$ cat src/design/mpk_pkg.sv
// Shared types and constants for the MessagePack token parser.
// Used by msgpack_token_parser_core and by its port checker; no dependencies.
`timescale 1ns / 1ps
`default_nettype none

package mpk_pkg;

    typedef enum logic [3:0] {
        TK_NIL      = 4'd0,
        TK_FALSE    = 4'd1,
        TK_TRUE     = 4'd2,
        TK_UINT     = 4'd3,
        TK_SINT     = 4'd4,
        TK_F32      = 4'd5,
        TK_F64      = 4'd6,
        TK_STR      = 4'd7,
        TK_BIN      = 4'd8,
        TK_ARRAY    = 4'd9,
        TK_MAP      = 4'd10,
        TK_PAYLOAD  = 4'd11,
        TK_RESERVED = 4'd12,
        TK_EXT      = 4'd13,
        TK_TRUNC    = 4'd14
    } token_kind_t;

    localparam int KIND_W     = 4;
    localparam int VALUE_W    = 64;
    localparam int LEN_W      = 32;
    localparam int M_TDATA_W  = 72;
    localparam int M_PAD_W    = M_TDATA_W - KIND_W - VALUE_W;

    localparam logic [7:0]         FIXMAP_MASK  = 8'h0f;
    localparam logic [7:0]         FIXSTR_MASK  = 8'h1f;
    localparam logic [7:0]         NIL_MARKER   = 8'hc0;
    localparam logic [7:0]         NEG_FIX_MIN  = 8'he0;
    localparam logic [VALUE_W-1:0] NEG_FIX_BASE = 64'hffff_ffff_ffff_ffe0;

endpackage : mpk_pkg

`default_nettype wire

$ cat src/design/msgpack_token_parser_core.sv
// MessagePack byte-stream tokenizer: marker decode, field assembly, payload pass-through.
// Depends on mpk_pkg for the token kind type and marker constants.
`timescale 1ns / 1ps
`default_nettype none

// Usage:
// The s_ channel carries one encoded byte per item in s_tdata, with s_tlast set on
// the final byte of a message. The m_ channel carries one token per item: m_tdata
// holds the token kind in bits 3:0 and the 64-bit value in bits 67:4, and m_tlast
// marks the last payload byte of a str or bin. Bytes that only feed a multi-byte
// field give no token.
// Throughput is one byte per clock while s_tready is high. The parse state and the
// token for a byte are worked out in one combinational pass from the state registers,
// and the token is registered in the output register, or in the skid one if it stalls.
// The output side has an output register and one skid register, and s_tready comes
// from the skid register alone. When the receiver stalls, up to two tokens are held;
// s_tready then drops until the stall clears, and nothing is lost or reordered.
// A message that ends inside an item gives a truncated token, and every byte marked
// with s_tlast returns the parser to its idle state.
// Reset (aresetn low, synchronous) empties both output registers and puts the parser
// back to waiting for a marker byte.
module msgpack_token_parser_core
    import mpk_pkg::*;
(
    input  wire logic                 aclk,
    input  wire logic                 aresetn,
    input  wire logic                 s_tvalid,
    output logic                      s_tready,
    input  wire logic [7:0]           s_tdata,   // byte_in
    input  wire logic                 s_tlast,   // message_end
    output logic                      m_tvalid,
    input  wire logic                 m_tready,
    output logic [M_TDATA_W-1:0]      m_tdata,   // token_kind[3:0], token_value[67:4], zeros
    output logic                      m_tlast    // payload_last
);

    typedef enum logic [1:0] {
        PH_IDLE,
        PH_FIELD,
        PH_PAYLOAD,
        PH_SFIRST
    } phase_t;

    phase_t             phase_reg,        phase_next;
    token_kind_t        pend_kind_reg,    pend_kind_next;
    logic [3:0]         field_left_reg,   field_left_next;
    logic [VALUE_W-1:0] acc_reg,          acc_next;
    logic [LEN_W-1:0]   payload_left_reg, payload_left_next;

    logic               out_valid_reg;
    token_kind_t        out_kind_reg;
    logic [VALUE_W-1:0] out_value_reg;
    logic               out_last_reg;
    logic               skid_valid_reg;
    token_kind_t        skid_kind_reg;
    logic [VALUE_W-1:0] skid_value_reg;
    logic               skid_last_reg;

    logic               accept;
    logic               tok_valid;
    token_kind_t        tok_kind;
    logic [VALUE_W-1:0] tok_value;
    logic               tok_last;

    logic               do_hdr;
    token_kind_t        hdr_kind;
    logic [LEN_W-1:0]   hdr_len;
    logic               do_start;
    token_kind_t        start_kind;
    logic [3:0]         start_bytes;
    logic [VALUE_W-1:0] acc_base;
    logic [VALUE_W-1:0] acc_shift;
    logic [3:0]         field_dec;

    assign s_tready = !skid_valid_reg;
    assign accept   = s_tvalid && s_tready;

    always_comb begin
        phase_next        = PH_IDLE;
        pend_kind_next    = TK_NIL;
        field_left_next   = '0;
        acc_next          = '0;
        payload_left_next = '0;
        tok_valid         = 1'b0;
        tok_kind          = TK_NIL;
        tok_value         = '0;
        tok_last          = 1'b0;
        do_hdr            = 1'b0;
        hdr_kind          = TK_STR;
        hdr_len           = '0;
        do_start          = 1'b0;
        start_kind        = TK_UINT;
        start_bytes       = '0;

        acc_base  = (phase_reg == PH_SFIRST) ? {VALUE_W{s_tdata[7]}} : acc_reg;
        acc_shift = {acc_base[VALUE_W-9:0], s_tdata};
        field_dec = (field_left_reg != 4'd0) ? field_left_reg - 4'd1 : 4'd0;

        if (!accept) begin
            phase_next        = phase_reg;
            pend_kind_next    = pend_kind_reg;
            field_left_next   = field_left_reg;
            acc_next          = acc_reg;
            payload_left_next = payload_left_reg;
        end else begin
            case (phase_reg)
                PH_PAYLOAD: begin
                    if (payload_left_reg <= 32'd1) begin
                        tok_valid = 1'b1;
                        tok_kind  = TK_PAYLOAD;
                        tok_value = {56'd0, s_tdata};
                        tok_last  = 1'b1;
                    end else if (s_tlast) begin
                        tok_valid = 1'b1;
                        tok_kind  = TK_TRUNC;
                    end else begin
                        phase_next        = PH_PAYLOAD;
                        payload_left_next = payload_left_reg - 32'd1;
                        tok_valid         = 1'b1;
                        tok_kind          = TK_PAYLOAD;
                        tok_value         = {56'd0, s_tdata};
                    end
                end
                PH_FIELD, PH_SFIRST: begin
                    if (field_dec != 4'd0) begin
                        if (s_tlast) begin
                            tok_valid = 1'b1;
                            tok_kind  = TK_TRUNC;
                        end else begin
                            phase_next      = PH_FIELD;
                            pend_kind_next  = pend_kind_reg;
                            field_left_next = field_dec;
                            acc_next        = acc_shift;
                        end
                    end else if (pend_kind_reg == TK_STR || pend_kind_reg == TK_BIN) begin
                        do_hdr   = 1'b1;
                        hdr_kind = pend_kind_reg;
                        hdr_len  = acc_shift[LEN_W-1:0];
                    end else begin
                        tok_valid = 1'b1;
                        tok_kind  = pend_kind_reg;
                        tok_value = acc_shift;
                    end
                end
                default: begin
                    tok_valid = 1'b1;
                    case (s_tdata) inside
                        [8'h00:8'h7f]: begin
                            tok_kind  = TK_UINT;
                            tok_value = {56'd0, s_tdata};
                        end
                        [NEG_FIX_MIN:8'hff]: begin
                            tok_kind  = TK_SINT;
                            tok_value = NEG_FIX_BASE | {56'd0, s_tdata & FIXSTR_MASK};
                        end
                        [8'h80:8'h8f]: begin
                            tok_kind  = TK_MAP;
                            tok_value = {56'd0, s_tdata & FIXMAP_MASK};
                        end
                        [8'h90:8'h9f]: begin
                            tok_kind  = TK_ARRAY;
                            tok_value = {56'd0, s_tdata & FIXMAP_MASK};
                        end
                        [8'ha0:8'hbf]: begin
                            tok_valid = 1'b0;
                            do_hdr    = 1'b1;
                            hdr_kind  = TK_STR;
                            hdr_len   = {24'd0, s_tdata & FIXSTR_MASK};
                        end
                        NIL_MARKER: tok_kind = TK_NIL;
                        8'hc2:      tok_kind = TK_FALSE;
                        8'hc3:      tok_kind = TK_TRUE;
                        8'hc1: begin
                            tok_kind  = TK_RESERVED;
                            tok_value = {56'd0, s_tdata};
                        end
                        8'hc4, 8'hc5, 8'hc6, 8'hca, 8'hcb, 8'hcc, 8'hcd, 8'hce, 8'hcf,
                        8'hd0, 8'hd1, 8'hd2, 8'hd3, 8'hd9, 8'hda, 8'hdb,
                        8'hdc, 8'hdd, 8'hde, 8'hdf: begin
                            tok_valid = 1'b0;
                            do_start  = 1'b1;
                        end
                        default: begin
                            tok_kind  = TK_EXT;
                            tok_value = {56'd0, s_tdata};
                        end
                    endcase

                    // Kind and size of the fixed field that follows a marker.
                    case (s_tdata)
                        8'hc4: begin start_kind = TK_BIN;   start_bytes = 4'd1; end
                        8'hc5: begin start_kind = TK_BIN;   start_bytes = 4'd2; end
                        8'hc6: begin start_kind = TK_BIN;   start_bytes = 4'd4; end
                        8'hca: begin start_kind = TK_F32;   start_bytes = 4'd4; end
                        8'hcb: begin start_kind = TK_F64;   start_bytes = 4'd8; end
                        8'hcc: begin start_kind = TK_UINT;  start_bytes = 4'd1; end
                        8'hcd: begin start_kind = TK_UINT;  start_bytes = 4'd2; end
                        8'hce: begin start_kind = TK_UINT;  start_bytes = 4'd4; end
                        8'hcf: begin start_kind = TK_UINT;  start_bytes = 4'd8; end
                        8'hd0: begin start_kind = TK_SINT;  start_bytes = 4'd1; end
                        8'hd1: begin start_kind = TK_SINT;  start_bytes = 4'd2; end
                        8'hd2: begin start_kind = TK_SINT;  start_bytes = 4'd4; end
                        8'hd3: begin start_kind = TK_SINT;  start_bytes = 4'd8; end
                        8'hd9: begin start_kind = TK_STR;   start_bytes = 4'd1; end
                        8'hda: begin start_kind = TK_STR;   start_bytes = 4'd2; end
                        8'hdb: begin start_kind = TK_STR;   start_bytes = 4'd4; end
                        8'hdc: begin start_kind = TK_ARRAY; start_bytes = 4'd2; end
                        8'hdd: begin start_kind = TK_ARRAY; start_bytes = 4'd4; end
                        8'hde: begin start_kind = TK_MAP;   start_bytes = 4'd2; end
                        8'hdf: begin start_kind = TK_MAP;   start_bytes = 4'd4; end
                        default: begin start_kind = TK_UINT; start_bytes = 4'd0; end
                    endcase
                end
            endcase

            // A str or bin length is known: enter the payload unless it is empty or the message ends here.
            if (do_hdr) begin
                tok_valid = 1'b1;
                if (hdr_len != '0 && s_tlast) begin
                    tok_kind = TK_TRUNC;
                end else begin
                    tok_kind  = hdr_kind;
                    tok_value = {{(VALUE_W-LEN_W){1'b0}}, hdr_len};
                    if (hdr_len != '0) begin
                        phase_next        = PH_PAYLOAD;
                        payload_left_next = hdr_len;
                    end
                end
            end

            if (do_start) begin
                if (s_tlast) begin
                    tok_valid = 1'b1;
                    tok_kind  = TK_TRUNC;
                end else begin
                    phase_next      = (start_kind == TK_SINT) ? PH_SFIRST : PH_FIELD;
                    pend_kind_next  = start_kind;
                    field_left_next = start_bytes;
                end
            end
        end
    end

    always_ff @(posedge aclk) begin
        if (!aresetn) begin
            phase_reg        <= PH_IDLE;
            pend_kind_reg    <= TK_NIL;
            field_left_reg   <= '0;
            acc_reg          <= '0;
            payload_left_reg <= '0;
            out_valid_reg    <= 1'b0;
            skid_valid_reg   <= 1'b0;
        end else begin
            phase_reg        <= phase_next;
            pend_kind_reg    <= pend_kind_next;
            field_left_reg   <= field_left_next;
            acc_reg          <= acc_next;
            payload_left_reg <= payload_left_next;

            if (m_tready || !out_valid_reg) begin
                if (skid_valid_reg) begin
                    out_valid_reg  <= 1'b1;
                    out_kind_reg   <= skid_kind_reg;
                    out_value_reg  <= skid_value_reg;
                    out_last_reg   <= skid_last_reg;
                    skid_valid_reg <= 1'b0;
                end else begin
                    out_valid_reg <= tok_valid;
                    out_kind_reg  <= tok_kind;
                    out_value_reg <= tok_value;
                    out_last_reg  <= tok_last;
                end
            end else if (tok_valid) begin
                // The output register is stalled; park the new token.
                skid_valid_reg <= 1'b1;
                skid_kind_reg  <= tok_kind;
                skid_value_reg <= tok_value;
                skid_last_reg  <= tok_last;
            end
        end
    end

    assign m_tvalid = out_valid_reg;
    assign m_tdata  = {{M_PAD_W{1'b0}}, out_value_reg, out_kind_reg};
    assign m_tlast  = out_last_reg;

endmodule : msgpack_token_parser_core

`default_nettype wire

$ cat config.mk
export PLATFORM = sky130hd
export DESIGN_NAME = msgpack_token_parser_core
export DESIGN_NICKNAME = d
export VERILOG_FILES = /design/src/design/mpk_pkg.sv /design/src/design/msgpack_token_parser_core.sv
export SDC_FILE = /design/constraint.sdc
export NUM_CORES = 1
export LEC_CHECK = 0
export BUFFER_PORTS_ARGS = -buffer_cell sky130_fd_sc_hd__buf_4
export CORE_MARGIN = 8
export CORE_UTILIZATION = 55
export DETAILED_ROUTE_END_ITERATION = 8
export PLACE_DENSITY_LB_ADDON = 0.2
export SYNTH_ARGS = -nofsm -noshare
export SYNTH_HDL_FRONTEND = slang
export SYNTH_SLANG_ARGS = --single-unit
$ cat constraint.sdc
create_clock -name aclk -period 10.5 [get_ports aclk]
set_clock_uncertainty 0.2 [all_clocks]
set_input_delay 1.05 -clock aclk [delete_from_list [all_inputs] [get_ports aclk]]
set_output_delay 1.05 -clock aclk [all_outputs]
set_load 0.02 [all_outputs]
* Yosys cells after proc, flatten, opt, wreduce, memory -nomap -nowiden
Index checks and enable logic that the tools add are counted.
Word-level totals: register bits 238, output and inout port bits 75, logic and storage cells 221
Operators by class: reductions and logical operators 29, add/sub/neg operators 2, bitwise operators 2, eq/ne operators 30, muxes and demuxes 134, magnitude comparators 11
Operators by type and width (count):
- $mux 64 | 8
- $mux 32 | 9
- $mux 56 | 4
- $eq 8x8->1 const B | 24
- $mux 4 | 37
- $pmux 64 s2 | 1
- $mux 8 | 10
- $pmux 32 s2 | 1
- $mux 1 | 44
- $ge 8x8->1 const B | 4
- $le 32x1->1 const B | 1
- $le 8x8->1 const B | 4
- $reduce_bool 32->1 | 1
- $sub 32x1->32 const B | 1
- $pmux 4 s7 | 1
- $mux 5 | 5
- $reduce_or 20->1 | 1
- $mux 2 | 8
- $pmux 4 s4 | 1
- $reduce_or 3->1 | 4
- $eq 4x3->1 const B | 2
- $ge 8x1->1 const B | 1
- $le 8x7->1 const B | 1
- $pmux 4 s2 | 1
- other kinds (18) | 34

* Depth between registers and ports, before layout
word-level depth 18, mapped depth 10, mapped depth without buffers 8

* Least setup slack after synthesis
No wires, ideal clock.
kind in2reg, start input s_tdata[4], end register skid_kind_reg[0] (enable), data arrival time 8.723 ns, slack 0.911 ns, cell stages on the path 5, library setup time 0.666 ns, required time 9.634 ns, path buffers 1, path through clkbuf_1 or2_2 o21ai_0 nor3_2 nor4_1
Between the ends: longest elaborated chain between the ends 18, elaborated cells on any way between the ends 75, those cells by class order compare: 10; eq/ne: 24; mux: 34; reduce/logical: 7
Ends and longest elaborated chain:
- start, declared | line msgpack_token_parser_core.sv:29 | input wire logic [7:0] s_tdata,
- $eq 8x8->1
- $reduce_or 20->1 | line msgpack_token_parser_core.sv:147 | case (s_tdata) inside
- $mux 1 (10 in series) | line msgpack_token_parser_core.sv:147
- $pmux 1 s2 | line msgpack_token_parser_core.sv:106 | case (phase_reg)
- $mux 1 | line msgpack_token_parser_core.sv:217 | if (do_hdr) begin
- $mux 1 | line msgpack_token_parser_core.sv:232 | if (s_tlast) begin
- $mux 1 * | line msgpack_token_parser_core.sv:231 | if (do_start) begin
- $mux 1 * | line msgpack_token_parser_core.sv:99 | if (!accept) begin
- $reduce_and 3->1 (no source line) *
- end signal, assigned | line msgpack_token_parser_core.sv:276 | skid_kind_reg <= tok_kind;
- end, declared | line msgpack_token_parser_core.sv:55 | token_kind_t skid_kind_reg;
Mark *: on every way between the ends. The rest lies on a longest branch, timed or not. The select of a mux whose other input is x is not followed. A chain may end at the register's enable or synchronous reset.

* Worst setup path after layout
start input s_tvalid, end register skid_value_reg[18] (enable)
Between the ends: longest elaborated chain between the ends 3
Ends and longest elaborated chain:
- start, declared | line msgpack_token_parser_core.sv:27 | input wire logic s_tvalid,
- $logic_and 1x1->1 | line msgpack_token_parser_core.sv:76 | assign accept = s_tvalid && s_tready;
- $mux 1 | line msgpack_token_parser_core.sv:99
- $reduce_and 3->1 (no source line)
- end signal, assigned | line msgpack_token_parser_core.sv:277 | skid_value_reg <= tok_value;
- end, declared | line msgpack_token_parser_core.sv:56 | logic [VALUE_W-1:0] skid_value_reg;
No other way between the ends.

==> results.json <==
{
  "hp-class": "register to register",
  "antenna_cells": 0,
  "cts.sinks": 238,
  "overflow": 0,
  "dp_cells": 1560,
  "arrival_ns": 4.02,
  "core_sq_mm": 0.02089,
  "tns_ns": 0,
  "power_w": 0.002215,
  "clockBufferDepth": 3,
  "cts_tree": "yes",
  "cp_common_cell": "buf_4",
  "fin_crit_ns": 4.061,
  "yosysSeqAreaShare_pct": 52.79,
  "critPathTopFamily": "buffers and inverters",
  "boundaryPins": 88,
  "final_cells": 1608,
  "synth_common_cells": "179 x nand2_1, 164 x a21oi_1, 138 x edfxtp_1",
  "endpoint_kind": "register",
  "rsz0062_at_grt": "false",
  "hpwl_um": 20810,
  "drc": 0,
  "first_global_vias": 9453,
  "seq_area_sq_mm": 0.006147,
  "slew_headroom_pct": 21.01,
  "cp_cell_sequence": "buf_4 -> nor2b_4 -> buf_4 -> nand2_1 -> nor4_2 -> buf_4",
  "clock.fmax_mhz": 246.2,
  "max_stage_delay_ns": 0.78,
  "timing.rr.end": "out_value_reg[50]",
  "yosysWarnings": 0,
  "layout-drive-gt1-share_pct": 12.45,
  "fillers": 1811,
  "fin_crit_sh_pct": 38.68,
  "grt_first_pass_wirelength_um": 52040,
  "worstSkewPairLatency_ns": 0.54,
  "worst-path-buf-inv": 3,
  "avgSynthCellArea_sq_um": 8.983,
  "grt_start_max_net_pins": 84,
  "nNetsFinal": 1328,
  "r2r_start": "pend_kind_reg[0]",
  "cp.required_ns": 10.45,
  "wl_um": 32890,
  "setup.worst_path.start": "s_tvalid",
  "final_max_slew_viol_count": 0,
  "p_leak_nw": 4.680,
  "root_buffer": "clkbuf_16",
  "area.growth.synth_to_final_pct": 13.09,
  "wl_per_cell_um": 20.45,
  "die_area_sq_mm": 0.02608,
  "grt_util_all_layers_pct": 24.44,
  "die_h_um": 161.5,
  "synth_edf_count": 138,
  "holdBufCountCts": 0,
  "start_kind": "primary input",
  "synth.distinct_cells": 78,
  "vdd_ir_drop_max_v": 0.0001268,
  "synth.area.top_cells": "edfxtp_1 36%, dfxtp_1 17%, a21oi_1 7.0%",
  "p_per_area_mw_per_mm2": 168.2,
  "dr.pass1.iters": 6,
  "synthArstFlopShare_pct": 0,
  "vias_per_cell": 6.371,
  "cts_resized": 0,
  "syn-cell-area_sq_mm": 0.01164,
  "synth_seq_cells": 238,
  "die_width_um": 161.5,
  "cts_max_level": 1,
  "path_class": "primary input to register",
  "drv_cap": 0,
  "rows": 53,
  "drtIter0Drc": 995,
  "initial_core_util_pct": 55.74,
  "rr_worst_depth": 7,
  "cts-buffers-inserted": 26,
  "antenna_found_initial": 0,
  "yosys.area.top_type_share_pct": 35.59,
  "gp_congestion": 0.9546,
  "critPathCapture": "skid_value_reg[18]",
  "synth_most_common_cell": "nand2_1",
  "finalHoldViolations": 0,
  "clk_pin_slew_ns": 0.06,
  "synthCells": 1296,
  "setup_ws_ns": 6.439,
  "numPortBuffers": 83,
  "setup_viol": 0,
  "outcome": "finished, final reports clean",
  "r2r_slack_ns": 6.76,
  "detail-route-antenna-nets": 0,
  "post-cts-setup-buffer-count": 0,
  "yosysTopAreaCell": "edfxtp_1",
  "cp.depth": 6,
  "crit_fanout": 83,
  "post-place-ws_ns": 5.980,
  "num_vias": 10240,
  "cp_slowest_cell": "buf_4",
  "worst_slew_pin_slew_ns": 1.185,
  "ys.flop_type": "edfxtp_1",
  "multi_input_area_sq_mm": 0.005039
}
## area by class of cell
cell class	instances	share of cell area, %
Clock buffer	31	5.236
Clock inverter	17	1.235
Inverter	13	0.3706
Multi-Input combinational cell	936	38.27
Sequential cell	238	46.69
Tap cell	275	2.613
Timing Repair Buffer	98	5.588
## cell families (layout without fill, tap and decap cells)
group | count (synthesis) | in the layout | synth area share [%]
buf+inv | 125 | 159 | 4.438
fa+ha+maj | 3 | 3 | 0.3009
other cells | 1 | 4 | 0.03221
simple gates | 507 | 507 | 20.30
mux | 2 | 2 | 0.1934
compound gates | 409 | 409 | 21.12
xor+xnor | 11 | 11 | 0.8276
flops | 238 | 238 | 52.79
## per-stage QoR
step	util, %	hold slack (ns)	area, sq um
after floorplan	-	0.2319	11650
after global placement	58.95	0.2378	12310
after detailed placement	58.95	0.2444	12310
after CTS	63.03	0.2524	13170
after global routing	63.03	0.2681	13170
final	63.03	0.2515	13170
## worst min-delay path by stage
stage                            from     endpoint  slack [ns]  cells past startpoint
after floorplan           acc_reg[48]  acc_reg[48]        0.23                      2
after global placement    acc_reg[47]  acc_reg[47]        0.24                      2
after detailed placement  acc_reg[52]  acc_reg[52]        0.24                      2
after CTS                 acc_reg[45]  acc_reg[45]        0.25                      2
after global routing      acc_reg[52]  acc_reg[52]        0.27                      2
final                     acc_reg[38]  acc_reg[38]        0.25                      2
## power breakdown
part           internal, W  switching (W)
Sequential         0.00102      0.0000158
Clock             0.000540       0.000367
Combinational    0.0000826       0.000186
Total              0.00165       0.000569
## layout by cell type, fill, tap and decap left out, types with 5 or more instances in the layout
cell       Yosys  final
a211oi_1      12     12
a21oi_1      164    164
a22o_1        10     10
a22oi_1       15     15
a31oi_1        9      9
and2_1        11     10
buf_4          4     98
clkbuf_16      0     26
clkinv_1       0      9
dfxtp_1      100     99
edfxtp_1     138    138
inv_1         12     12
nand2_1      179    178
nand2b_1       6      6
nand3_1       57     57
nand4_1       12     12
nor2_1       122    121
nor2b_1        8      7
nor3_1        48     46
nor4_1        19     18
o211ai_1      13     13
o21a_1         8      8
o21ai_0      113    112
o22ai_1        8      8
o31a_1         5      5
o31ai_1        6      6
or2_2          5      5
or3_1         10     10
xor2_1         8      8
## routing by layer
metal / global-route usage [%] / part of all wire [%] / up-vias
met5: 0 / 0 / -
met4: 10.48 / 3.9 / 0
met3: 4.709 / 8.8 / 78
met2: 36.65 / 44 / 485
met1: 33.97 / 43 / 4887
li1: - / - / 4794
## worst min-delay path, cell delays in order, from the launching register on
cell and delay, ns:
dfxtp_1 0.31, nand2_1 0.05, a21oi_1 0.05
No activity file was read; power rests on OpenSTA's default activity.
